`src/hw/rtl/cma_pkg.sv`:
```
// Shared constants for the centered moving average core.
// No dependencies; used by the core, the divider and the checker.
`timescale 1ns / 1ps

package cma_pkg;

	localparam int SAMPLE_BITS_DEF = 16;
	localparam int MAX_WINDOW_DEF  = 64;

	// window_size register
	localparam int             CFG_BITS     = 7;
	localparam int             WINDOW_MIN   = 2;
	localparam logic [CFG_BITS-1:0] WINDOW_RESET = 7'd20;

endpackage

```
`src/hw/rtl/cma_div.sv`:
```
// Radix-2 restoring divider: signed dividend by unsigned divisor, truncated toward zero.
// One quotient bit per cycle; a zero divisor gives a zero quotient. Uses cma_pkg.
`timescale 1ns / 1ps

module cma_div #(
	parameter int DW = 23,                 // dividend width
	parameter int VW = cma_pkg::CFG_BITS,  // divisor width
	parameter int QW = cma_pkg::SAMPLE_BITS_DEF
) (
	input  logic                 clk,
	input  logic                 arst_n,
	input  logic                 start,
	input  logic signed [DW-1:0] dividend,
	input  logic        [VW-1:0] divisor,
	output logic                 done,
	output logic signed [QW-1:0] quotient
);

	localparam int CNTW = $clog2(DW + 1);

	logic            run_q;
	logic            done_q;
	logic [CNTW-1:0] cnt_q;
	logic [DW-1:0]   num_q;
	logic [VW-1:0]   rem_q;
	logic [VW-1:0]   den_q;
	logic            neg_q;
	logic            zero_q;

	logic [DW-1:0] mag;
	logic [VW:0]   shifted;
	logic          ge;
	logic [VW:0]   diff;
	logic [DW-1:0] signed_q;

	assign mag     = dividend[DW-1] ? (~dividend + DW'(1)) : dividend;
	assign shifted = {rem_q, num_q[DW-1]};
	assign ge      = shifted >= {1'b0, den_q};
	assign diff    = shifted - {1'b0, den_q};

	always_ff @(posedge clk or negedge arst_n) begin
		if (!arst_n) begin
			run_q  <= 1'b0;
			done_q <= 1'b0;
			cnt_q  <= '0;
		end else begin
			done_q <= 1'b0;
			if (start) begin
				run_q <= 1'b1;
				cnt_q <= CNTW'(DW);
			end else if (run_q) begin
				cnt_q <= cnt_q - CNTW'(1);
				if (cnt_q == CNTW'(1)) begin
					run_q  <= 1'b0;
					done_q <= 1'b1;
				end
			end
		end
	end

	// datapath: dividend bits shift out at the top, quotient bits shift in below
	always_ff @(posedge clk) begin
		if (start) begin
			num_q  <= mag;
			rem_q  <= '0;
			den_q  <= divisor;
			neg_q  <= dividend[DW-1];
			zero_q <= (divisor == '0);
		end else if (run_q) begin
			rem_q <= ge ? diff[VW-1:0] : shifted[VW-1:0];
			num_q <= {num_q[DW-2:0], ge};
		end
	end

	assign signed_q = neg_q ? (~num_q + DW'(1)) : num_q;
	assign quotient = zero_q ? '0 : signed_q[QW-1:0];
	assign done     = done_q;

endmodule

```
`src/hw/rtl/centered_moving_average_core.sv`:
```
// Centered moving average core: ring of recent samples in a synchronous RAM,
// running sum, sequencer for the tail flush. Uses cma_pkg and cma_div.
//
//   channel  | handshake                | payload
//   ---------+--------------------------+------------------------------
//   input    | in_valid / in_ready      | sample, last
//   output   | out_valid / out_ready    | mean, last_res, short_stream
//   config   | cfg_wr_en (no wait)      | cfg_wr_data (window_size)
//
// One item at a time. An item that gives a mean waits for the one-bit-per-cycle
// divider; an item without a result and a short-stream item skip it. The last
// item adds W/2+1 tail means, each computed by the divider.
// The RAM is read into a register at the write pointer; no clearing pass after reset.
// A stalled output holds the sequencer in its push state; the input stays closed.
`timescale 1ns / 1ps

module centered_moving_average_core #(
	parameter int MAX_WINDOW  = cma_pkg::MAX_WINDOW_DEF,
	parameter int SAMPLE_BITS = cma_pkg::SAMPLE_BITS_DEF
) (
	input  logic                          clk,
	input  logic                          arst_n,
	input  logic                          in_valid,
	output logic                          in_ready,
	input  logic signed [SAMPLE_BITS-1:0] sample,
	input  logic                          last,
	output logic                          out_valid,
	input  logic                          out_ready,
	output logic signed [SAMPLE_BITS-1:0] mean,
	output logic                          last_res,
	output logic                          short_stream,
	input  logic                          cfg_wr_en,
	input  logic [cma_pkg::CFG_BITS-1:0]  cfg_wr_data
);

	localparam int CW       = cma_pkg::CFG_BITS;
	localparam int AW       = (MAX_WINDOW > 1) ? $clog2(MAX_WINDOW) : 1;
	localparam int IW       = (AW > CW) ? AW : CW;
	localparam int SUM_BITS = SAMPLE_BITS + AW + 1;
	localparam int WCAP     = (MAX_WINDOW < (2**CW - 1)) ? MAX_WINDOW : (2**CW - 1);

	typedef enum logic [2:0] {
		ST_IDLE,
		ST_UPD,
		ST_DIV,
		ST_PUSH,
		ST_TREAD,
		ST_TSUB
	} state_t;

	state_t state_q;

	logic [CW-1:0]                window_q;
	logic signed [SUM_BITS-1:0]   sum_q;
	logic [CW-1:0]                seen_q;
	logic [AW-1:0]                wp_q;
	logic [CW-1:0]                k_q;
	logic                         tail_q;
	logic                         last_q;
	logic signed [SAMPLE_BITS-1:0] sample_q;
	logic                         res_last_q;
	logic                         res_short_q;
	logic                         out_valid_q;
	logic signed [SAMPLE_BITS-1:0] mean_q;
	logic                         last_res_q;
	logic                         short_q;

	logic [SAMPLE_BITS-1:0]        delay_line [MAX_WINDOW];
	logic signed [SAMPLE_BITS-1:0] rd_data_q;

	logic [CW-1:0]               w_eff;
	logic [CW-1:0]               half;
	logic                        full;
	logic [CW-1:0]               seen_inc;
	logic                        upd_short;
	logic                        upd_div;
	logic [IW-1:0]               wp_plus;
	logic [AW-1:0]               wp_next;
	logic signed [SUM_BITS-1:0]  delta;
	logic signed [SUM_BITS-1:0]  sum_next;
	logic                        div_start;
	logic [CW-1:0]               div_divisor;
	logic                        div_done;
	logic signed [SAMPLE_BITS-1:0] div_quot;
	logic                        mem_we;
	logic                        push_ok;

	always_comb begin
		if (window_q < CW'(cma_pkg::WINDOW_MIN)) begin
			w_eff = CW'(cma_pkg::WINDOW_MIN);
		end else if (window_q > CW'(WCAP)) begin
			w_eff = CW'(WCAP);
		end else begin
			w_eff = window_q;
		end
	end

	assign half     = w_eff >> 1;
	assign full     = (seen_q == w_eff);
	assign seen_inc = seen_q + CW'(1);
	assign upd_short = !full && last_q && (seen_inc < w_eff);
	assign upd_div   = full || (seen_q > half);

	assign wp_plus = IW'(wp_q) + IW'(1);
	assign wp_next = (wp_plus == IW'(w_eff)) ? '0 : AW'(wp_plus);

	// rd_data_q holds the slot at the write pointer: the oldest sample once full
	always_comb begin
		if (state_q == ST_TSUB) begin
			delta = -SUM_BITS'(rd_data_q);
		end else if (full) begin
			delta = SUM_BITS'(sample_q) - SUM_BITS'(rd_data_q);
		end else begin
			delta = SUM_BITS'(sample_q);
		end
	end

	assign sum_next = sum_q + delta;

	always_comb begin
		if (state_q == ST_TSUB) begin
			div_divisor = w_eff - CW'(1) - k_q;
		end else if (full) begin
			div_divisor = w_eff;
		end else begin
			div_divisor = seen_inc;
		end
	end

	assign div_start = ((state_q == ST_UPD) && !upd_short && upd_div) || (state_q == ST_TSUB);
	assign mem_we    = (state_q == ST_UPD);
	assign push_ok   = !out_valid_q || out_ready;

	cma_div #(
		.DW(SUM_BITS),
		.VW(CW),
		.QW(SAMPLE_BITS)
	) u_cma_div (
		.clk      (clk),
		.arst_n   (arst_n),
		.start    (div_start),
		.dividend (sum_next),
		.divisor  (div_divisor),
		.done     (div_done),
		.quotient (div_quot)
	);

	// sample ring; writes happen only in ST_UPD and every read is sampled only after
	// the pointer settles, so no same-entry forwarding is needed
	always_ff @(posedge clk) begin
		if (mem_we) begin
			delay_line[wp_q] <= sample_q;
		end
		rd_data_q <= delay_line[wp_q];
	end

	always_ff @(posedge clk or negedge arst_n) begin
		if (!arst_n) begin
			state_q     <= ST_IDLE;
			window_q    <= cma_pkg::WINDOW_RESET;
			sum_q       <= '0;
			seen_q      <= '0;
			wp_q        <= '0;
			k_q         <= '0;
			tail_q      <= 1'b0;
			last_q      <= 1'b0;
			sample_q    <= '0;
			res_last_q  <= 1'b0;
			res_short_q <= 1'b0;
			out_valid_q <= 1'b0;
			mean_q      <= '0;
			last_res_q  <= 1'b0;
			short_q     <= 1'b0;
		end else begin
			if (out_valid_q && out_ready) begin
				out_valid_q <= 1'b0;
			end

			case (state_q)
				ST_IDLE: begin
					if (in_valid) begin
						sample_q <= sample;
						last_q   <= last;
						state_q  <= ST_UPD;
					end
				end
				ST_UPD: begin
					if (upd_short) begin
						res_short_q <= 1'b1;
						res_last_q  <= 1'b1;
						sum_q       <= '0;
						seen_q      <= '0;
						wp_q        <= '0;
						state_q     <= ST_PUSH;
					end else begin
						sum_q  <= sum_next;
						seen_q <= full ? seen_q : seen_inc;
						wp_q   <= wp_next;
						if (upd_div) begin
							res_short_q <= 1'b0;
							res_last_q  <= 1'b0;
							state_q     <= ST_DIV;
						end else if (last_q) begin
							// window of two just filled: no mean, straight to the tail
							tail_q  <= 1'b1;
							k_q     <= '0;
							state_q <= ST_TREAD;
						end else begin
							state_q <= ST_IDLE;
						end
					end
				end
				ST_DIV: begin
					if (div_done) begin
						state_q <= ST_PUSH;
					end
				end
				ST_PUSH: begin
					if (push_ok) begin
						out_valid_q <= 1'b1;
						mean_q      <= res_short_q ? '0 : div_quot;
						last_res_q  <= res_last_q;
						short_q     <= res_short_q;
						if (res_short_q) begin
							res_short_q <= 1'b0;
							state_q     <= ST_IDLE;
						end else if (tail_q) begin
							if (res_last_q) begin
								tail_q  <= 1'b0;
								sum_q   <= '0;
								seen_q  <= '0;
								wp_q    <= '0;
								state_q <= ST_IDLE;
							end else begin
								k_q     <= k_q + CW'(1);
								state_q <= ST_TREAD;
							end
						end else if (last_q) begin
							tail_q  <= 1'b1;
							k_q     <= '0;
							state_q <= ST_TREAD;
						end else begin
							state_q <= ST_IDLE;
						end
					end
				end
				ST_TREAD: begin
					state_q <= ST_TSUB;
				end
				ST_TSUB: begin
					sum_q       <= sum_next;
					wp_q        <= wp_next;
					res_last_q  <= (k_q == half);
					res_short_q <= 1'b0;
					state_q     <= ST_DIV;
				end
				default: begin
					state_q <= ST_IDLE;
				end
			endcase

			// register write restarts the stream
			if (cfg_wr_en) begin
				window_q <= cfg_wr_data;
				sum_q    <= '0;
				seen_q   <= '0;
				wp_q     <= '0;
			end
		end
	end

	assign in_ready     = (state_q == ST_IDLE);
	assign out_valid    = out_valid_q;
	assign mean         = mean_q;
	assign last_res     = last_res_q;
	assign short_stream = short_q;

endmodule

```
`config.mk`:
```
export PLATFORM = sky130hd
export DESIGN_NAME = centered_moving_average_core
export DESIGN_NICKNAME = d
export VERILOG_FILES = /design/src/hw/rtl/cma_pkg.sv /design/src/hw/rtl/cma_div.sv /design/src/hw/rtl/centered_moving_average_core.sv
export SDC_FILE = /design/constraint.sdc
export NUM_CORES = 1
export LEC_CHECK = 0
export ABC_AREA = 0
export ABC_CLOCK_PERIOD_IN_PS = 11480
export BUFFER_PORTS_ARGS = -buffer_cell sky130_fd_sc_hd__buf_2
export CORE_MARGIN = 1.5
export CORE_UTILIZATION = 50
export CTS_CLUSTER_SIZE = 28
export DETAILED_ROUTE_END_ITERATION = 8
export GPL_TIMING_DRIVEN = 0
export PLACE_DENSITY = 0.65
export SYNTH_ARGS = -nofsm -noshare
export SYNTH_HDL_FRONTEND = slang
export SYNTH_SLANG_ARGS = --single-unit
```
`constraint.sdc`:
```
create_clock -name clk -period 11.48 [get_ports clk]
set_clock_uncertainty 0.15 [all_clocks]
set_input_delay 0 -clock clk [delete_from_list [all_inputs] [get_ports clk]]
set_output_delay 0 -clock clk [all_outputs]
set_load 0.03 [all_outputs]
```
==> results.sh <==
export IMPL_status="finished, violations left"
export IMPL_violations="max-capacitance violations, max-slew violations"
export IMPL_clkSinkCount=1178
export IMPL_synth_ff_type="edfxtp_1"
export IMPL_areaGrowthSynthToFinish_pct=16.4
export IMPL_power_frac_clock_pct=27.3
export IMPL_dpl_cell_area_um2=51100
export IMPL_clkTransAtPathRegs_ps=60
export IMPL_io_buffers=48
export IMPL_cts_tree="yes"
export IMPL_synth_edf_count=1056
export IMPL_syn_num_nets=3280
export IMPL_cts_buffers=116
export IMPL_htreeDepth=3
export IMPL_switching_power_mw=4.69
export IMPL_fp_row_count=112
export IMPL_drv_slew=224
export IMPL_dp_hpwl_mm=110
export IMPL_required_ps=11860
export IMPL_p_int_mw=8.76
export IMPL_clock_latency_ps=750
export IMPL_fin_hold_ws_ps=97.4
export IMPL_mostFrequentLayoutCell="edfxtp_1"
export IMPL_root_buffer="clkbuf_16"
export IMPL_slew_headroom_pct=-9.04
export IMPL_globalRouteMet1Util_pct=43.0
export IMPL_grt_pass1_vias=31500
export IMPL_gp_congestion=1.02
export IMPL_seqPwrFrac_pct=44.3
export IMPL_grt_total_usage_pct=34.1
export IMPL_drt_iter0_markers=5418
export IMPL_route_detailed_wl_per_inst_um=34.4
export IMPL_finalCriticalPeriod_ps=7200
export IMPL_initial_core_util_pct=50.8
export IMPL_hp_class="in2reg"
export IMPL_grt_met3_usage_pct=11.4
export IMPL_tightestPinTransition_ps=1620
export IMPL_wirelength_mm=167
export IMPL_grt_first_pass_wirelength_mm=233
export IMPL_die_area_um2=97000
export IMPL_clock_path_buffers=3
export IMPL_end_kind="register"
export IMPL_period_share_pct=62.7
export IMPL_drt_first_pass_iters=6
export IMPL_mostFrequentLayoutCells="edfxtp_1 (1,056), a22oi_1 (326), clkbuf_1 (172)"
export IMPL_path_class="reg2reg"
export IMPL_yosysUniqueCellTypes=77
export IMPL_grt_busiest_layer="met2"
export IMPL_final_nets=3596
export IMPL_p_comb_share_pct=28.4
export IMPL_cp_max_fo=10
export IMPL_rsz0062_at_grt="false"
export IMPL_antenna_found_initial=12
export IMPL_avgSynthCellArea_um2=15.0
export IMPL_grt_overflow=0
export IMPL_die_h_um=311
export IMPL_setup_viol=0
export IMPL_timing_final_hold_violations=0
export IMPL_synth_seq_cells=1178
export IMPL_async_flop_share_pct=8.40
export IMPL_via_count=32900
export IMPL_core_area_um2=93700
export IMPL_use_met2_pct=51.1
export IMPL_syn_inst=3174
export IMPL_cts_resized=0
export IMPL_arrival_ps=7590
export IMPL_switching_share_pct=34.9
export IMPL_peakVddDrop_v=0.000179
export IMPL_synth_warning_count=0
export IMPL_stdcell_area_um2=55400
export IMPL_fmax_mhz=139
export IMPL_leakagePower_nw=18.2
export IMPL_drc_errors=0
export IMPL_ys_seq_area_share_pct=72.8
export IMPL_ant_nets=0
export IMPL_drv_cap=23
export IMPL_die_w_um=311
export IMPL_syn_cell_area_um2=47600
export IMPL_drive_above_1_share_pct=12.1
export IMPL_startpoint_type="register"
export IMPL_via_per_inst=6.79
export IMPL_powerDensity_nw_per_um2=243
export IMPL_tns_ps=0
export IMPL_grt_max_degree=69
export IMPL_fillCellCount=6958
export IMPL_io_pins=49
[cells in the mapped netlist, types with 5 or more instances]
master / count / share of area (%)
a31oi_1: 98 / 1.3
nand2_1: 133 / 1.0
nand2b_1: 21 / 0.28
a21o_1: 17 / 0.27
nor4_1: 18 / 0.24
a211oi_1: 18 / 0.28
edfxtp_1: 1056 / 67
nor2b_1: 21 / 0.28
or2_2: 6 / 0.079
ha_1: 73 / 1.9
o21ai_1: 5 / 0.053
o21a_1: 14 / 0.22
mux2i_1: 10 / 0.21
o21bai_1: 12 / 0.19
xor2_1: 38 / 0.70
a21oi_1: 109 / 1.1
o22ai_1: 5 / 0.066
nor2_1: 162 / 1.3
mux2_2: 23 / 0.54
o21ai_0: 93 / 0.98
o211ai_1: 16 / 0.25
o31ai_1: 16 / 0.25
a221oi_1: 96 / 1.8
nor3b_1: 6 / 0.095
a22o_1: 111 / 2.0
nand3_1: 47 / 0.49
a22oi_1: 326 / 5.1
dfxtp_1: 23 / 0.97
or3_1: 15 / 0.20
and2_1: 7 / 0.092
nor3_1: 31 / 0.33
inv_2: 5 / 0.039
nand4_1: 54 / 0.71
and3_1: 14 / 0.18
clkbuf_1: 146 / 1.2
buf_1: 36 / 0.28
inv_1: 71 / 0.56
xnor2_1: 53 / 0.98
dfrtp_1: 97 / 5.1
or4_1: 6 / 0.095
[worst max-delay path, stage by stage (launching register included)]
cell and delay (ps):
dfrtp_1 410, nor4_2 460, nand2b_1 100, nand3_1 220, inv_1 120, ha_1 320
a221oi_1 50, o311ai_1 120, nand3b_4 300, buf_1 570, clkbuf_1 460, a211oi_1 140
a21oi_1 250, ha_1 230, inv_1 70, fa_1 430, nand3b_1 240, a211oi_1 370
a31o_2 230, a211o_1 180, o41ai_2 90, o21bai_1 140, a21oi_1 100, xor3_1 240
clkbuf_1 410, buf_2 330, nor3_1 100, nor3_1 180
[layout make-up]
cell class                 count  area [µm²]  share of cell area [%]
antenna                        5        12.5                  0.0226
buffer                       185         704                    1.27
clock buffer                 147        3040                    5.49
clock inverter                66         572                    1.03
inverter                      76         285                   0.515
multi-input combinational   1735       12100                    21.9
sequential                  1178       34700                    62.6
tap                         1254        1570                    2.83
timing repair buffer         198        2420                    4.36
[cells by family after synthesis]
| kind of cell | synth area share [%] |
|---|---|
| flip-flops | 72.8 |
| XOR/XNOR | 1.76 |
| adder cells (fa/ha/maj) | 2.09 |
| buffers and inverters | 2.07 |
| AO/OA/AOI/OAI | 14.7 |
| AND/OR/NAND/NOR | 5.84 |
| multiplexers | 0.755 |
[final timing paths]
check                                 start  slack [ps]                  end  cells after the start
min in group asynchronous            arst_n         260           res_last_q                      4
worst max-delay path            window_q[3]        4280  u_cma_div.num_q[20]                     27
worst max register to register  window_q[3]        4280  u_cma_div.num_q[20]                     27
worst min register to register      mean[4]         320              mean[4]                      2
max in group asynchronous            arst_n       10530          sample_q[1]                      4
worst min-delay path               in_valid         100          sample_q[4]                      4
[through the flow]
stage	util, %	setup WS (ps)	power, mW	std cells
final	59.1	4280	13.5	4844
after global routing	59.1	3740	13.9	4839
after CTS	59.0	4340	13.3	4836
after detailed placement	54.5	4310	9.66	4560
after global placement	52.7	3400	9.44	4476
after floorplan	-	5360	8.10	3174
[registers in the layout, summed over array words and instances (netlist names), 3 cells and up]
name,cells
u_cma_div.den_q,7
state_q,3
seen_q,7
sample_q,16
mean,16
u_cma_div.cnt_q,5
wp_q,6
window_q,7
u_cma_div.num_q,23
sum_q,23
delay_line,1024
rd_data_q,16
u_cma_div.rem_q,7
k_q,7
[layer usage]
metal / vias up / share of wire, %
li1: 13400 / -
met1: 16200 / 35
met2: 2694 / 44
met3: 585 / 14
met4: 8 / 7.1
met5: - / 0.041
[repair_timing]
item	CTS	global route
setup buffers	0	0
hold buffers	63	0
endpoints found under the hold margin	146	0
[power by group through the flow]
stage	Clock [mW]	Sequential [mW]	Combinational [mW]
floorplan	0	6.08	2.02
global placement	0	6.43	3.01
detailed placement	0	6.02	3.64
CTS	3.67	5.93	3.68
global route	3.83	5.98	4.05
finish	3.67	5.96	3.83
No activity file was read; power rests on OpenSTA's default activity.
